[src/hw/rtl/i2cbm_pkg.sv]
// ----------------------------------------------------------------------------
// I2C bit-level master: package
// Request and result types, operation and phase codes, register defaults.
// ----------------------------------------------------------------------------
package i2cbm_pkg;

  localparam int unsigned BITS_PER_BYTE = 8;

  // Operation codes; codes above OP_READ behave as a tick.
  typedef enum logic [2:0] {
    OP_TICK    = 3'd0,
    OP_START   = 3'd1,
    OP_STOP    = 3'd2,
    OP_WRITE   = 3'd3,
    OP_WAITACK = 3'd4,
    OP_READ    = 3'd5
  } op_t;

  // Configuration register indexes.
  typedef enum logic [1:0] {
    CFG_SHORT_TICKS = 2'd0,
    CFG_LONG_TICKS  = 2'd1,
    CFG_ACK_TIMEOUT = 2'd2
  } cfg_idx_t;

  localparam logic [7:0]  SHORT_TICKS_RST = 8'd2;
  localparam logic [7:0]  LONG_TICKS_RST  = 8'd5;
  localparam logic [15:0] ACK_TIMEOUT_RST = 16'h1000;

  // Sequencer phases.
  typedef enum logic [4:0] {
    PH_IDLE, PH_ST_A, PH_ST_B, PH_SP_A, PH_SP_B,
    PH_WR_FIRST, PH_WR_HI, PH_WR_LO, PH_WR_TAIL,
    PH_WA_HI, PH_WA_POLL,
    PH_RD_HI, PH_RD_SMP, PH_RD_TAIL,
    PH_AK_SET, PH_AK_HI, PH_AK_END
  } phase_t;

  typedef struct packed {
    logic [2:0] operation;
    logic [7:0] write_byte;
    logic       send_ack;
    logic       sda_sample;
  } in_item_t;

  typedef struct packed {
    logic       scl_level;
    logic       sda_level;
    logic       sda_drive;
    logic       busy_res;
    logic       done_res;
    logic [7:0] read_byte;
    logic       ack_seen;
    logic       rejected;
  } out_item_t;

endpackage

[src/hw/rtl/i2c_bit_level_master_top.sv]
// ----------------------------------------------------------------------------
// I2C bit-level master: top level
// Drives SCL/SDA levels from counted delay ticks; commands start sequences,
// ticks advance them, and every request returns the pin levels and status.
// ----------------------------------------------------------------------------
// Channel   Direction  Handshake            Payload
// in        request    in_valid/in_stall    in_data (in_item_t)
// out       result     out_valid/out_stall  out_data (out_item_t)
// cfg       write      cfg_we               cfg_index, cfg_data
//
// One request per clock while in_stall is low; its result, set by the
// single pass through the sequencer logic, is registered in the buffer.
// Bus timing follows the number of tick requests, not the clock.
// Reset (rst, synchronous) restores the default registers and an idle bus.
// A two-entry result buffer absorbs output stalls; in_stall is high only
// while both entries are full.
// ----------------------------------------------------------------------------
module i2c_bit_level_master_top
  import i2cbm_pkg::*;
(
  input  logic        clk,
  input  logic        rst,
  input  logic        in_valid,
  output logic        in_stall,
  input  in_item_t    in_data,
  output logic        out_valid,
  input  logic        out_stall,
  output out_item_t   out_data,
  input  logic        cfg_we,
  input  logic [1:0]  cfg_index,
  input  logic [15:0] cfg_data
);

  logic      in_fire;
  out_item_t core_result;

  assign in_fire = in_valid && !in_stall;

  // Sequencer and configuration.
  i2cbm_core u_core (
    .clk       (clk),
    .rst       (rst),
    .cfg_we    (cfg_we),
    .cfg_index (cfg_index),
    .cfg_data  (cfg_data),
    .item_fire (in_fire),
    .item      (in_data),
    .result    (core_result)
  );

  // Result register and skid entry.
  i2cbm_out_buf u_out_buf (
    .clk       (clk),
    .rst       (rst),
    .load      (in_fire),
    .load_data (core_result),
    .full      (in_stall),
    .out_valid (out_valid),
    .out_stall (out_stall),
    .out_data  (out_data)
  );

endmodule

[src/hw/rtl/i2cbm_core.sv]
// ----------------------------------------------------------------------------
// I2C bit-level master: sequencer core
// Holds the configuration and the bus sequencer state, and works out the
// result of each accepted request in a single pass.
// ----------------------------------------------------------------------------
module i2cbm_core
  import i2cbm_pkg::*;
(
  input  logic        clk,
  input  logic        rst,
  input  logic        cfg_we,
  input  logic [1:0]  cfg_index,
  input  logic [15:0] cfg_data,
  input  logic        item_fire,
  input  in_item_t    item,
  output out_item_t   result
);

  // Configuration registers.
  logic [7:0]  short_ticks;
  logic [7:0]  long_ticks;
  logic [15:0] ack_timeout;

  // Sequencer state.
  phase_t      phase, phase_next;
  logic [2:0]  cur_cmd, cur_cmd_next;
  logic [3:0]  bit_index, bit_index_next;
  logic [7:0]  shift_byte, shift_byte_next;
  logic [7:0]  delay_left, delay_left_next;
  logic [15:0] ack_wait_left, ack_wait_left_next;
  logic        ack_choice, ack_choice_next;
  logic        scl_reg, scl_reg_next;
  logic        sda_reg, sda_reg_next;
  logic        drive_reg, drive_reg_next;
  logic [7:0]  last_read, last_read_next;
  logic        last_ack, last_ack_next;
  logic        finished;
  logic        rej;

  logic [7:0]  short_units;
  logic [7:0]  long_units;
  logic [3:0]  bit_inc;
  logic [15:0] ack_dec;

  // A wait of zero units lasts one tick.
  assign short_units = (short_ticks == 8'd0) ? 8'd1 : short_ticks;
  assign long_units  = (long_ticks == 8'd0) ? 8'd1 : long_ticks;
  assign bit_inc     = bit_index + 4'd1;
  assign ack_dec     = ack_wait_left - 16'd1;

  // Configuration writes; unknown indexes are ignored.
  always_ff @(posedge clk) begin
    if (rst) begin
      short_ticks <= SHORT_TICKS_RST;
      long_ticks  <= LONG_TICKS_RST;
      ack_timeout <= ACK_TIMEOUT_RST;
    end else if (cfg_we) begin
      case (cfg_index)
        CFG_SHORT_TICKS: short_ticks <= cfg_data[7:0];
        CFG_LONG_TICKS:  long_ticks  <= cfg_data[7:0];
        CFG_ACK_TIMEOUT: ack_timeout <= cfg_data;
        default: ;
      endcase
    end
  end

  // Next state and result for the request at the input.
  always_comb begin
    phase_next         = phase;
    cur_cmd_next       = cur_cmd;
    bit_index_next     = bit_index;
    shift_byte_next    = shift_byte;
    delay_left_next    = delay_left;
    ack_wait_left_next = ack_wait_left;
    ack_choice_next    = ack_choice;
    scl_reg_next       = scl_reg;
    sda_reg_next       = sda_reg;
    drive_reg_next     = drive_reg;
    last_read_next     = last_read;
    last_ack_next      = last_ack;
    finished           = 1'b0;
    rej                = 1'b0;

    if (item.operation inside {[OP_START:OP_READ]}) begin
      if (phase != PH_IDLE) begin
        // A command while busy is dropped and time does not advance.
        rej = 1'b1;
      end else begin
        cur_cmd_next = item.operation;
        case (item.operation)
          OP_START: begin
            drive_reg_next  = 1'b1;
            sda_reg_next    = 1'b1;
            scl_reg_next    = 1'b1;
            delay_left_next = long_units;
            phase_next      = PH_ST_A;
          end
          OP_STOP: begin
            drive_reg_next  = 1'b1;
            scl_reg_next    = 1'b0;
            sda_reg_next    = 1'b0;
            delay_left_next = long_units;
            phase_next      = PH_SP_A;
          end
          OP_WRITE: begin
            drive_reg_next  = 1'b1;
            scl_reg_next    = 1'b0;
            shift_byte_next = item.write_byte;
            bit_index_next  = 4'd0;
            delay_left_next = short_units;
            phase_next      = PH_WR_FIRST;
          end
          OP_WAITACK: begin
            drive_reg_next     = 1'b0;
            sda_reg_next       = 1'b1;
            ack_wait_left_next = (ack_timeout == 16'd0) ? 16'd1 : ack_timeout;
            delay_left_next    = short_units;
            phase_next         = PH_WA_HI;
          end
          default: begin
            drive_reg_next  = 1'b0;
            sda_reg_next    = 1'b1;
            scl_reg_next    = 1'b0;
            shift_byte_next = 8'd0;
            bit_index_next  = 4'd0;
            ack_choice_next = item.send_ack;
            delay_left_next = short_units;
            phase_next      = PH_RD_HI;
          end
        endcase
      end
    end else if (phase != PH_IDLE) begin
      if (delay_left > 8'd1) begin
        delay_left_next = delay_left - 8'd1;
      end else begin
        // The wait ends on this tick; perform the actions that follow it.
        delay_left_next = 8'd0;
        case (phase)
          PH_ST_A: begin
            sda_reg_next    = 1'b0;
            delay_left_next = long_units;
            phase_next      = PH_ST_B;
          end
          PH_ST_B: begin
            scl_reg_next = 1'b0;
            phase_next   = PH_IDLE;
            finished     = 1'b1;
          end
          PH_SP_A: begin
            scl_reg_next    = 1'b1;
            sda_reg_next    = 1'b1;
            delay_left_next = long_units;
            phase_next      = PH_SP_B;
          end
          PH_SP_B: begin
            if (cur_cmd == OP_WAITACK) begin
              last_ack_next = 1'b0;
            end
            phase_next = PH_IDLE;
            finished   = 1'b1;
          end
          PH_WR_FIRST: begin
            sda_reg_next    = shift_byte[7];
            shift_byte_next = {shift_byte[6:0], 1'b0};
            delay_left_next = short_units;
            phase_next      = PH_WR_HI;
          end
          PH_WR_HI: begin
            scl_reg_next    = 1'b1;
            delay_left_next = short_units;
            phase_next      = PH_WR_LO;
          end
          PH_WR_LO: begin
            scl_reg_next    = 1'b0;
            delay_left_next = short_units;
            phase_next      = PH_WR_TAIL;
          end
          PH_WR_TAIL: begin
            bit_index_next = bit_inc;
            if (bit_inc >= 4'(BITS_PER_BYTE)) begin
              phase_next = PH_IDLE;
              finished   = 1'b1;
            end else begin
              sda_reg_next    = shift_byte[7];
              shift_byte_next = {shift_byte[6:0], 1'b0};
              delay_left_next = short_units;
              phase_next      = PH_WR_HI;
            end
          end
          PH_WA_HI: begin
            scl_reg_next    = 1'b1;
            delay_left_next = short_units;
            phase_next      = PH_WA_POLL;
          end
          PH_WA_POLL: begin
            if (!item.sda_sample) begin
              scl_reg_next  = 1'b0;
              last_ack_next = 1'b1;
              phase_next    = PH_IDLE;
              finished      = 1'b1;
            end else begin
              ack_wait_left_next = ack_dec;
              if (ack_dec == 16'd0) begin
                // Timed out: run a stop sequence.
                drive_reg_next  = 1'b1;
                scl_reg_next    = 1'b0;
                sda_reg_next    = 1'b0;
                delay_left_next = long_units;
                phase_next      = PH_SP_A;
              end else begin
                delay_left_next = 8'd1;
              end
            end
          end
          PH_RD_HI: begin
            scl_reg_next    = 1'b1;
            delay_left_next = short_units;
            phase_next      = PH_RD_SMP;
          end
          PH_RD_SMP: begin
            shift_byte_next = {shift_byte[6:0], item.sda_sample};
            delay_left_next = short_units;
            phase_next      = PH_RD_TAIL;
          end
          PH_RD_TAIL: begin
            bit_index_next  = bit_inc;
            scl_reg_next    = 1'b0;
            delay_left_next = short_units;
            if (bit_inc < 4'(BITS_PER_BYTE)) begin
              phase_next = PH_RD_HI;
            end else begin
              last_read_next = shift_byte;
              drive_reg_next = 1'b1;
              phase_next     = PH_AK_SET;
            end
          end
          PH_AK_SET: begin
            sda_reg_next    = !ack_choice;
            delay_left_next = short_units;
            phase_next      = PH_AK_HI;
          end
          PH_AK_HI: begin
            scl_reg_next    = 1'b1;
            delay_left_next = long_units;
            phase_next      = PH_AK_END;
          end
          PH_AK_END: begin
            scl_reg_next = 1'b0;
            phase_next   = PH_IDLE;
            finished     = 1'b1;
          end
          default: begin
            phase_next = PH_IDLE;
            finished   = 1'b1;
          end
        endcase
      end
    end

    result.scl_level = scl_reg_next;
    result.sda_level = sda_reg_next;
    result.sda_drive = drive_reg_next;
    result.busy_res  = (phase_next != PH_IDLE);
    result.done_res  = finished;
    result.read_byte = last_read_next;
    result.ack_seen  = last_ack_next;
    result.rejected  = rej;
  end

  // State update on each accepted request.
  always_ff @(posedge clk) begin
    if (rst) begin
      phase         <= PH_IDLE;
      cur_cmd       <= 3'd0;
      bit_index     <= 4'd0;
      shift_byte    <= 8'd0;
      delay_left    <= 8'd0;
      ack_wait_left <= 16'd0;
      ack_choice    <= 1'b0;
      scl_reg       <= 1'b1;
      sda_reg       <= 1'b1;
      drive_reg     <= 1'b1;
      last_read     <= 8'd0;
      last_ack      <= 1'b0;
    end else if (item_fire) begin
      phase         <= phase_next;
      cur_cmd       <= cur_cmd_next;
      bit_index     <= bit_index_next;
      shift_byte    <= shift_byte_next;
      delay_left    <= delay_left_next;
      ack_wait_left <= ack_wait_left_next;
      ack_choice    <= ack_choice_next;
      scl_reg       <= scl_reg_next;
      sda_reg       <= sda_reg_next;
      drive_reg     <= drive_reg_next;
      last_read     <= last_read_next;
      last_ack      <= last_ack_next;
    end
  end

endmodule

[src/hw/rtl/i2cbm_out_buf.sv]
// ----------------------------------------------------------------------------
// I2C bit-level master: result buffer
// Output register with a skid entry, so a request is taken while a result
// is still waiting downstream.
// ----------------------------------------------------------------------------
module i2cbm_out_buf
  import i2cbm_pkg::*;
(
  input  logic      clk,
  input  logic      rst,
  input  logic      load,
  input  out_item_t load_data,
  output logic      full,
  output logic      out_valid,
  input  logic      out_stall,
  output out_item_t out_data
);

  logic      skid_valid;
  out_item_t skid_data;
  logic      out_take;

  assign out_take = out_valid && !out_stall;
  assign full     = skid_valid;

  // Valid flags.
  always_ff @(posedge clk) begin
    if (rst) begin
      out_valid  <= 1'b0;
      skid_valid <= 1'b0;
    end else begin
      if (skid_valid) begin
        if (out_take) begin
          skid_valid <= 1'b0;
        end
      end else if (load) begin
        if (out_valid && !out_take) begin
          skid_valid <= 1'b1;
        end else begin
          out_valid <= 1'b1;
        end
      end else if (out_take) begin
        out_valid <= 1'b0;
      end
    end
  end

  // Payload registers.
  always_ff @(posedge clk) begin
    if (skid_valid) begin
      if (out_take) begin
        out_data <= skid_data;
      end
    end else if (load) begin
      if (out_valid && !out_take) begin
        skid_data <= load_data;
      end else begin
        out_data <= load_data;
      end
    end
  end

endmodule

[config.mk]
export PLATFORM = sky130hd
export DESIGN_NAME = i2c_bit_level_master_top
export DESIGN_NICKNAME = d
export VERILOG_FILES = /design/src/hw/rtl/i2cbm_pkg.sv /design/src/hw/rtl/i2c_bit_level_master_top.sv /design/src/hw/rtl/i2cbm_core.sv /design/src/hw/rtl/i2cbm_out_buf.sv
export SDC_FILE = /design/constraint.sdc
export NUM_CORES = 1
export LEC_CHECK = 0
export BUFFER_PORTS_ARGS = -buffer_cell sky130_fd_sc_hd__buf_4
export CORE_AREA = 10 10 165 136
export CTS_BUF_LIST = sky130_fd_sc_hd__clkbuf_8
export CTS_CLUSTER_SIZE = 30
export DETAILED_ROUTE_END_ITERATION = 6
export DIE_AREA = 0 0 175 146
export SYNTH_ARGS = -nofsm -noshare
export SYNTH_HDL_FRONTEND = slang
export SYNTH_SLANG_ARGS = --single-unit
[constraint.sdc]
create_clock -name clk -period 2.79 [get_ports clk]
set_clock_uncertainty 0.15 [all_clocks]
set_input_delay 0.1395 -clock clk [delete_from_list [all_inputs] [get_ports clk]]
set_output_delay 0.1395 -clock clk [all_outputs]
set_load 0.01 [all_outputs]
==> impl_metrics.csv, run 1 <==
group,metric,value,unit
placement,placed_area,7740,um^2
floorplan,ios,53,
layout,seq_area,2730,um^2
worst_setup_path,worstPathArrival,2.88,ns
timing,timing.slew.headroom,58.4,%
outcome,status,"complete, but fails checks",
pwr,power.density,606,nW/um^2
yosys,yosys.area_share.xor_xnor,1.74,%
global_route,grt_pass1_wl,33400,um
placement,port_buffers,52,
floorplan,rows,46,
route,vias,6503,
timing,finalHoldViolCount,0,
layout,post-route-cell-area,8630,um^2
placement,pre_cts_ws,-0.0797,ns
worst_setup_path,cp-start-kind,"flop",
placement,routabilityCongestion,0.969,
pwr,p_leak,3.23,nW
timing,setup_slack,-0.0404,ns
clocking,cts_made_buffers,17,
pwr,max-vdd-ir-drop,295,uV
floorplan,die_h,146,um
route,drc,0,
layout,drive_gt1_share,26.0,%
clocking,root_buffer,"clkbuf_8",
yosys,syn_avg_cell_area,8.36,um^2
timing,max_freq,353,MHz
yosys,synth-seq-cells,121,
yosys,syn-cell-area,6560,um^2
pwr,clockPowerShare,29.8,%
layout,areaGrowthSynthToFinish,31.5,%
yosys,synth-edff-count,30,
yosys,synth_top_family_by_area,"simple AND/OR/NAND/NOR gates",
yosys,syn_inst,785,
timing,period_needed,2.83,ns
clocking,cts.clk_slew.worst_paths,0.08,ns
pwr,combPwrFrac,31.4,%
timing,timing.hold.ws,0.0176,ns
global_route,grt_use_total,16.0,%
timing,rsz0062_at_grt,"yes",
global_route,grt_pass1_vias,6137,
global_route,antenna_found_initial,0,
worst_hold_path,hold_depth,2,
yosys,synth_cell_types,69,
yosys,yosysSeqAreaShare,41.5,%
worst_setup_path,reg2reg_depth,6,
global_route,grt_max_degree,52,
layout,antenna_cells,0,
layout,fin_util,44.6,%
worst_setup_path,required,2.84,ns
worst_setup_path,path_class,"flop to flop",
route,drt-wirelength-per-cell,17.3,um
yosys,synth-simple-area-share,22.5,%
timing,setup_viol_count_final,1,
pwr,p_total,5.22,mW
yosys,muxShareOfSynthArea,7.42,%
pwr,internal-power,3.47,mW
clocking,clk_latency,0.46,ns
outcome,violations,"negative setup slack",
clocking,cts_tree,"built",
worst_hold_path,hold_path.class,"input pin to flop",
layout,multiInputGateArea,3760,um^2
timing,timing.final.crit_share,101,%
layout,final_nets,965,
route,ant_nets,0,
route,drt-pass1-iter-count,6,
floorplan,start_util,33.9,%
route,drt_iter0_markers,659,
job,cap_violations,0,
route,viasPerCell,5.42,
yosys,synthAdderAreaFrac,1.34,%
clocking,htreeDepth,4,
floorplan,die_w,175,um
floorplan,core_area,19300,um^2
timing,maxSlewViolCount,0,
floorplan,dieArea,25600,um^2
worst_setup_path,endpoint_kind,"flop",
pwr,pwr-share-seq,38.8,%
layout,top_regs,"u_core.ack_timeout: 16 flops, u_core.ack_wait_left: 16 flops",
placement,dp_hpwl,14600,um
route,drt-total-wl,20700,um
yosys,async_reset_ff_share,0,%
clocking,clock_path_buffers,2,
layout,fillCellCount,1923,
worst_setup_path,path_max_fanout,5,
yosys,synth_compound_area_share,21.4,%
yosys,synth_top_flop_cell,"dfxtp_1",
yosys,yosysWarnings,0,
global_route,overflow,0,
pwr,p_switching,1.76,mW
yosys,syn-num-nets,828,
timing,worst_pin_slew,0.624,ns
clocking,cts.sinks,121,
pwr,p_sw_share,33.6,%
## cell usage after synthesis (8+ instances only)
| master | count | share of area, % |
|---|---|---|
| buf_1 | 8 | 0.46 |
| nand2_1 | 84 | 4.8 |
| clkbuf_1 | 43 | 2.5 |
| xnor2_1 | 9 | 1.2 |
| edfxtp_1 | 30 | 14 |
| nor3_1 | 26 | 2.0 |
| nand3_1 | 17 | 1.3 |
| nand4_1 | 13 | 1.2 |
| dfxtp_1 | 91 | 28 |
| a211oi_1 | 15 | 1.7 |
| a31oi_1 | 10 | 0.95 |
| nor4_1 | 19 | 1.8 |
| mux2_2 | 21 | 3.6 |
| nand2b_1 | 11 | 1.0 |
| mux2i_1 | 25 | 3.8 |
| o21ai_0 | 49 | 3.7 |
| nor2_1 | 86 | 4.9 |
| a21oi_1 | 77 | 5.9 |
| inv_1 | 13 | 0.74 |
| a22oi_1 | 8 | 0.92 |
## what timing repair did
item,CTS,global route
resized for setup,12,25
gates cloned,0,1
hold buffers,26,0
buffers inserted,0,7
hold endpoints to repair,42,0
pin swaps,3,15
setup endpoints to repair,24,38
## worst max-delay path, stage by stage (launching register included)
cell	delay, ns
dfxtp_2	0.32
or4_4	0.54
or3_4	0.40
or4_4	0.44
a211oi_2	0.26
nand4_1	0.17
mux2_4	0.30
## layout by cell type (no fill, tap or decap), types with 11 or more instances in the layout
cell / netlist / layout
nor4_1: 19 / 17
nand2_1: 84 / 84
dlygate4sd3_1: 0 / 26
nand4_1: 13 / 13
buf_4: 0 / 143
o21ai_0: 49 / 49
edfxtp_1: 30 / 30
inv_1: 13 / 14
a21oi_1: 77 / 73
dfxtp_1: 91 / 86
nand3_1: 17 / 15
mux2_2: 21 / 20
nor3_1: 26 / 22
mux2i_1: 25 / 25
nor2_1: 86 / 86
a211oi_1: 15 / 14
clkbuf_8: 0 / 17
nand2b_1: 11 / 11
## power by group through the flow
stage	clock [mW]	combinational (mW)	sequential [mW]
2_1_floorplan	0	0.878	2.05
3_3_place_gp	0	1.43	2.06
3_5_place_dp	0	1.44	2.06
4_1_cts	1.60	1.51	2.02
5_1_grt	1.68	1.78	2.04
6_report	1.56	1.64	2.03
## per-stage QoR
stage,TNS [ns],cells
after CTS,-0.0204,1191
after floorplan,0,785
after global placement,-0.240,1133
final,-0.0404,1199
after detailed placement,-0.764,1133
after global routing,-0.105,1199
## routing by layer
| layer | GRT usage (%) | vias to the layer above | wire [um] | share of wire [%] |
|---|---|---|---|---|
| li1 | - | 3175 | - | - |
| met1 | 22.2 | 3047 | 9820 | 47 |
| met2 | 23.6 | 250 | 9020 | 44 |
| met3 | 3.97 | 31 | 1530 | 7.4 |
| met4 | 5.21 | 0 | 367 | 1.8 |
| met5 | 0 | - | 0 | 0 |
## cells by family (layout without fill, tap and decap cells)
kind of cell    after synthesis  after routing
xor+xnor                     13             13
fa+ha+maj                     7              7
mux                          46             46
compound gates              224            224
simple gates                304            305
buf+inv                      70            219
flops                       121            121
## worst paths after layout
check | to | from | slack, ns
worst max register to register | u_out_buf.out_data[11] | u_core.delay_left[3] | -0.04
worst min-delay path | u_core.last_read[6] | rst | 0.02
worst min register to register | u_core.ack_timeout[0] | u_core.ack_timeout[0] | 0.32
worst max-delay path | u_out_buf.out_data[11] | u_core.delay_left[3] | -0.04
## area by class of cell
cell class,count,area share (%)
clock buffer,17,2.71
clock inverter,15,1.74
inverter,17,0.740
multi-input combinational,595,43.6
sequential,121,31.6
tap,264,3.83
timing repair buffer,170,15.7
Power figures use the tool's default switching activity.
==> inputs of run 2 (changes only) <==
--- a/config.mk
+++ b/config.mk
@@ -6,11 +6,12 @@
 export NUM_CORES = 1
 export LEC_CHECK = 0
 export BUFFER_PORTS_ARGS = -buffer_cell sky130_fd_sc_hd__buf_4
-export CORE_AREA = 10 10 165 136
+export CORE_AREA = 10 10 170 140
 export CTS_BUF_LIST = sky130_fd_sc_hd__clkbuf_8
 export CTS_CLUSTER_SIZE = 30
 export DETAILED_ROUTE_END_ITERATION = 6
-export DIE_AREA = 0 0 175 146
+export DIE_AREA = 0 0 180 150
 export SYNTH_ARGS = -nofsm -noshare
 export SYNTH_HDL_FRONTEND = slang
+export SYNTH_HIERARCHICAL = 1
 export SYNTH_SLANG_ARGS = --single-unit
==> run 2 against run 1 <==
The run still ends with negative setup slack left. Sequential cell count did not move. Critical path depth increased by 1. Hold slack better by 0.032 ns. Critical path type unchanged. Largest cell class unchanged. First-iteration DRC count is 1.2% lower. Core utilization decreased by 0.99 points.
==> impl_metrics.csv, run 2 <==
group,metric,value,unit
outcome,status,"complete, but fails checks",
outcome,violations,"negative setup slack",
worst_setup_path,crit-reg2reg-capture,"u_out_buf/out_data[3]",
global_route,overflow,0,
yosys,syn-cell-area,7050,um^2
clocking,htreeDepth,4,
layout,fin_util,43.6,%
worst_setup_path,reg2reg_slack,-0.04,ns
worst_setup_path,endpoint_kind,"flop",
worst_setup_path,r2r_start,"u_core/delay_left[6]",
layout,finalNonFillerCells,1233,
route,ant_nets,0,
yosys,synth-seq-cells,121,
floorplan,start_util,34.6,%
yosys,syn-num-nets,871,
global_route,grt_pass1_vias,6308,
worst_setup_path,path_class,"flop to flop",
global_route,grt_use_total,15.1,%
floorplan,ios,53,
yosys,synthTopCellsByCount,"103 x nor2_1, 91 x dfxtp_1, 72 x a21oi_1",
layout,final_common_cell,"buf_4",
timing,worst_pin_slew,0.693,ns
layout,antenna_cells,0,
clocking,cts.sinks,121,
clocking,clock_path_buffers,2,
worst_setup_path,path_max_fanout,8,
timing,period_needed,2.83,ns
placement,port_buffers,52,
worst_hold_path,hold_depth,2,
yosys,synth_top_cell_by_area,"dfxtp_1",
global_route,antenna_found_initial,0,
yosys,syn_avg_cell_area,8.52,um^2
clocking,root_buffer,"clkbuf_8",
floorplan,dieArea,27000,um^2
placement,dp_hpwl,14900,um
timing,timing.hold.ws,0.0497,ns
layout,final_nets,995,
clocking,cts_made_buffers,17,
timing,maxSlewViolCount,0,
clocking,clk_latency,0.47,ns
pwr,p_leak,3.49,nW
worst_setup_path,worstPathArrival,2.89,ns
floorplan,die_w,180,um
global_route,grt_max_degree,62,
timing,rsz0062_at_grt,"yes",
route,drc,0,
timing,timing.final.crit_share,102,%
layout,layout_common_cells,"135 x buf_4, 102 x nor2_1, 86 x dfxtp_1",
placement,placedCellCount,1172,
route,drt_iter0_markers,651,
yosys,async_reset_ff_share,0,%
layout,fillCellCount,1983,
yosys,synth_top_flop_cell,"dfxtp_1",
pwr,max-vdd-ir-drop,271,uV
worst_setup_path,required,2.85,ns
floorplan,core_area,20400,um^2
yosys,yosys.area.top_type_share,25.8,%
timing,setup_viol_count_final,8,
floorplan,die_h,150,um
yosys,synth_cell_types,80,
yosys,netlist_top_cells_area,"dfxtp_1 26%, edfxtp_1 13%, nor2_1 5.5%",
pwr,power.density,531,nW/um^2
worst_hold_path,min_from,"rst",
yosys,syn_inst,828,
yosys,yosysSeqAreaShare,38.6,%
timing,setup_slack,-0.0423,ns
timing,finalHoldViolCount,0,
timing,max_freq,353,MHz
layout,areaGrowthSynthToFinish,26.2,%
layout,drive_gt1_share,25.1,%
timing,timing.slew.headroom,53.8,%
job,cap_violations,0,
layout,top_regs,"u_core/ack_timeout: 16 flops, u_core/ack_wait_left: 16 flops",
route,viasPerCell,5.44,
floorplan,rows,47,
worst_setup_path,cp-start-kind,"flop",
route,drt-wirelength-per-cell,17.0,um
placement,routabilityCongestion,0.945,
worst_setup_path,reg2reg_depth,7,
worst_hold_path,hold_path.class,"input pin to flop",
route,drt-total-wl,21000,um
route,vias,6707,
yosys,yosysWarnings,6,
global_route,grt_pass1_wl,33600,um
yosys,synth-edff-count,30,
route,drt-pass1-iter-count,5,
clocking,cts_tree,"built",
worst_hold_path,whs_endpoint,"u_core/phase[2]",
yosys,synth.most_common_cell,"nor2_1",
clocking,cts.clk_slew.worst_paths,0.08,ns
[run 2: changes by cell type after synthesis, moves of 6 or more]
| cell | delta |
|---|---|
| nand2b_1 | +7 |
| mux2i_1 | +9 |
| clkbuf_1 | -9 |
| buf_1 | -7 |
| mux2_4 | +7 |
| nand3_1 | +8 |
| nor2_1 | +17 |
| buf_4 | +8 |
| nand2_1 | -14 |
| nand4_1 | -9 |
| buf_6 | +6 |
[run 2: kinds of logic (layout without fill, tap and decap cells)]
logic type | count (synthesis) | after routing | synth area share [%]
and+or+nand+nor | 323 | 323 | 22.5
AOI/OAI and AO/OA | 227 | 228 | 20.9
DFF | 121 | 121 | 38.6
buffers and inverters | 79 | 214 | 6.17
muxes | 57 | 57 | 8.87
xor gates and xnor gates | 14 | 14 | 1.74
adders and majority gates | 7 | 7 | 1.24
[run 2: worst max-delay path by stage]
stage	from	cells after the start	end	slack, ns
after detailed placement	u_core/delay_left[6]	7	u_out_buf/out_data[3]	-0.03
final	u_core/delay_left[6]	7	u_out_buf/out_data[3]	-0.04
after CTS	u_core/delay_left[6]	7	u_out_buf/out_data[3]	-0.03
after global placement	u_core/delay_left[6]	7	u_out_buf/out_data[4]	-0.03
after global routing	u_core/delay_left[6]	7	u_out_buf/out_data[6]	-0.09
after floorplan	u_core/delay_left[6]	6	u_out_buf/out_data[2]	-0.09
[run 2: repair_timing]
action | 4_1_cts | 5_1_grt
pin swaps | 4 | 9
buffers inserted | 1 | 3
resized for setup | 2 | 34
gates cloned | 0 | 1
hold buffers | 25 | 0
hold endpoints to repair | 42 | 0
setup endpoints to repair | 10 | 40
[run 2: power by group]
group          leakage, nW  switching [mW]  internal, mW
Combinational         2.26           0.720         0.617
Sequential            1.04          0.0812          1.90
Clock                0.184           0.768         0.638
Total                 3.49            1.57          3.16
[run 2: cell type report]
class                      count  area (um^2)  area share [%]
sequential                   121         2730            30.7
clock inverter                13         95.1            1.07
multi-input combinational    629         4090            46.0
inverter                      19         71.3           0.801
timing repair buffer         164         1330            14.9
tap                          269          337            3.78
clock buffer                  18          248            2.78
[run 2: per-stage QoR]
step                TNS [ns]  total power, mW  area [um^2]  worst slack, ns
global placement      -0.208             3.25         8130          -0.0308
finish                -0.230             4.73         8900          -0.0423
detailed placement    -0.180             3.24         8130          -0.0296
CTS                   -0.151             4.68         8730          -0.0285
global route          -0.802             4.99         8900          -0.0923
floorplan             -0.698             2.81         7130          -0.0869
[run 2: critical path: stages, from the launching register on]
cell	delay, ns
dfxtp_2	0.32
or4_4	0.52
or4_4	0.44
nand2b_4	0.19
nor3_4	0.22
buf_12	0.17
mux2_4	0.30
mux2_4	0.26
[run 2: metal layers]
metal / GRT usage (%) / vias up / routed length (um)
met3: 3.69 / 27 / 1410
met4: 4.42 / 0 / 345
li1: - / 3271 / -
met5: 0 / - / 0
met2: 22.3 / 254 / 9160
met1: 21.3 / 3155 / 10000
==> inputs of run 3 (changes only) <==
==> constraint.sdc (replaced) <==
create_clock -name clk -period 3.47 [get_ports clk]
set_clock_uncertainty 0.15 [all_clocks]
set_input_delay 0.1735 -clock clk [delete_from_list [all_inputs] [get_ports clk]]
set_output_delay 0.1735 -clock clk [all_outputs]
set_load 0.01 [all_outputs]
==> run 3 against run 2 <==
The run now ends clean. Combinational power shrank 33%. Wire length is 4.3% lower. Sequential power decreased by 19%. Critical path depth grew 3.
==> impl_metrics.csv, run 3 (synthesized netlist as in run 2, its figures left out) <==
group,metric,value,unit
worst_hold_path,hold_path.class,"input pin to flop",
worst_setup_path,cp-start-kind,"flop",
job,cap_violations,0,
worst_setup_path,r2r_start,"u_core/ack_wait_left[0]",
worst_setup_path,startpoint,"u_core/ack_wait_left[0]",
worst_setup_path,reg2reg_slack,0.24,ns
clocking,ctsHoldBuffers,25,
layout,fillCellCount,1994,
clocking,cts_resized,0,
global_route,antenna_found_initial,0,
route,vias,6466,
layout,layout_common_cells,"103 x nor2_1, 91 x dfxtp_1, 83 x buf_4",
clocking,cts_setup_buffers,0,
layout,final_common_cell,"nor2_1",
floorplan,die_w,180,um
timing,setup_slack,0.241,ns
worst_setup_path,path_class,"flop to flop",
outcome,status,"completed",
worst_setup_path,path_cells,"inv_1 -> ha_1 -> or3b_2 -> xnor2_1 -> nor3_1 -> o211ai_1 -> o21ai_0 -> a31oi_1 -> nand2b_1 -> mux2_2",
placement,routabilityCongestion,0.926,
worst_setup_path,crit_end,"u_out_buf/out_data[14]",
clocking,cts_tree,"built",
timing,period_needed,3.23,ns
clocking,clk_latency,0.45,ns
route,drt-wirelength-per-cell,17.0,um
pwr,power.density,462,nW/um^2
worst_setup_path,worstPathArrival,3.28,ns
floorplan,die_h,150,um
placement,pre_cts_ws,0.285,ns
worst_setup_path,crit-reg2reg-capture,"u_out_buf/out_data[14]",
worst_setup_path,reg2reg_depth,10,
clocking,root_buffer,"clkbuf_8",
global_route,grt_pass1_vias,6009,
clocking,cts_made_buffers,17,
timing,timing.slew.headroom,32.8,%
route,ant_nets,0,
timing,rsz0062_at_grt,"no",
global_route,grt_pass1_wl,32400,um
floorplan,dieArea,27000,um^2
layout,areaGrowthSynthToFinish,18.1,%
route,drt_iter0_markers,729,
clocking,htreeDepth,4,
pwr,p_total,3.85,mW
layout,antenna_cells,0,
timing,maxSlewViolCount,0,
worst_setup_path,path_max_fanout,9,
layout,final_nets,938,
timing,timing.final.crit_share,93.1,%
global_route,overflow,0,
clocking,cts.sinks,121,
route,drt-pass1-iter-count,5,
floorplan,start_util,34.6,%
worst_setup_path,required,3.53,ns
floorplan,ios,53,
timing,finalHoldViolCount,0,
clocking,cts.clk_slew.worst_paths,0.07,ns
worst_hold_path,hold_depth,3,
timing,worst_pin_slew,1.01,ns
route,drt-total-wl,20100,um
global_route,grt_use_total,14.5,%
global_route,grt_max_degree,93,
placement,dp_hpwl,14000,um
clocking,clock_path_buffers,2,
layout,top_regs,"u_core/ack_timeout: 16 flops, u_core/ack_wait_left: 16 flops",
floorplan,rows,47,
layout,drive_gt1_share,17.1,%
timing,setup_viol_count_final,0,
timing,finalSetupTns,0,ns
route,drc,0,
route,viasPerCell,5.49,
pwr,max-vdd-ir-drop,231,uV
floorplan,core_area,20400,um^2
worst_setup_path,endpoint_kind,"flop",
pwr,p_leak,3.16,nW
timing,max_freq,310,MHz
placement,port_buffers,52,
worst_setup_path,slowest_delay,0.50,ns
worst_setup_path,critPathSlowestCell,"or3b_2",
## run 3: changes by cell type in the layout (fill, tap and decap cells not counted), moves of 4 or more
cell	delta
dfxtp_1	+5
dfxtp_2	-4
clkinv_4	-4
mux2_2	+8
buf_4	-52
mux2_4	-8
clkinvlp_4	+4
o21ai_0	+4
## run 3: critical path: cells and delay by family (launching register included)
kind | cells | cell delay [ns]
AND/OR/NAND/NOR | 3 | 0.87
XOR/XNOR | 1 | 0.14
flip-flops | 1 | 0.38
AO/OA/AOI/OAI | 3 | 0.76
buffers and inverters | 1 | 0.12
multiplexers | 1 | 0.27
adder cells (fa/ha/maj) | 1 | 0.28
## run 3: power breakdown
group / switching (mW) / total, mW / leakage (nW) / internal [mW]
Sequential: 0.0784 / 1.61 / 1.04 / 1.53
Clock: 0.612 / 1.34 / 0.200 / 0.730
Combinational: 0.518 / 0.895 / 1.93 / 0.377
## run 3: routing by layer
layer	up-vias	global-route usage, %	part of all wire (%)
li1	3154	-	-
met1	3055	19.6	48
met2	238	22.7	45
met3	19	3.55	6.2
met4	0	3.96	1.1
met5	-	0	0
## run 3: layout make-up
type	count	area (um^2)	share of cell area, %
clock buffer	18	248	2.98
clock inverter	14	169	2.03
inverter	19	71.3	0.856
multi-input combinational	628	3910	46.9
sequential	121	2720	32.7
tap	269	337	4.04
timing repair buffer	108	873	10.5
## run 3: stage by stage
stage / hold WS [ns] / area [um^2] / util (%) / cells
2_1_floorplan: 0.0926 / 7050 / - / 828
3_3_place_gp: 0.253 / 7660 / 37.5 / 1120
3_5_place_dp: 0.249 / 7660 / 37.5 / 1120
4_1_cts: 0.0248 / 8330 / 40.8 / 1177
5_1_grt: 0.0479 / 8330 / 40.8 / 1177
6_report: 0.0422 / 8330 / 40.8 / 1177
## run 3: worst min-delay path by stage
stage / start / to / slack [ns]
after global placement: cfg_data[12] / u_core/ack_timeout[12] / 0.25
after floorplan: rst / u_out_buf/out_valid / 0.09
final: in_data[11] / u_core/shift_byte[0] / 0.04
after CTS: in_data[11] / u_core/shift_byte[0] / 0.02
after global routing: in_data[11] / u_core/shift_byte[0] / 0.05
after detailed placement: cfg_data[12] / u_core/ack_timeout[12] / 0.25
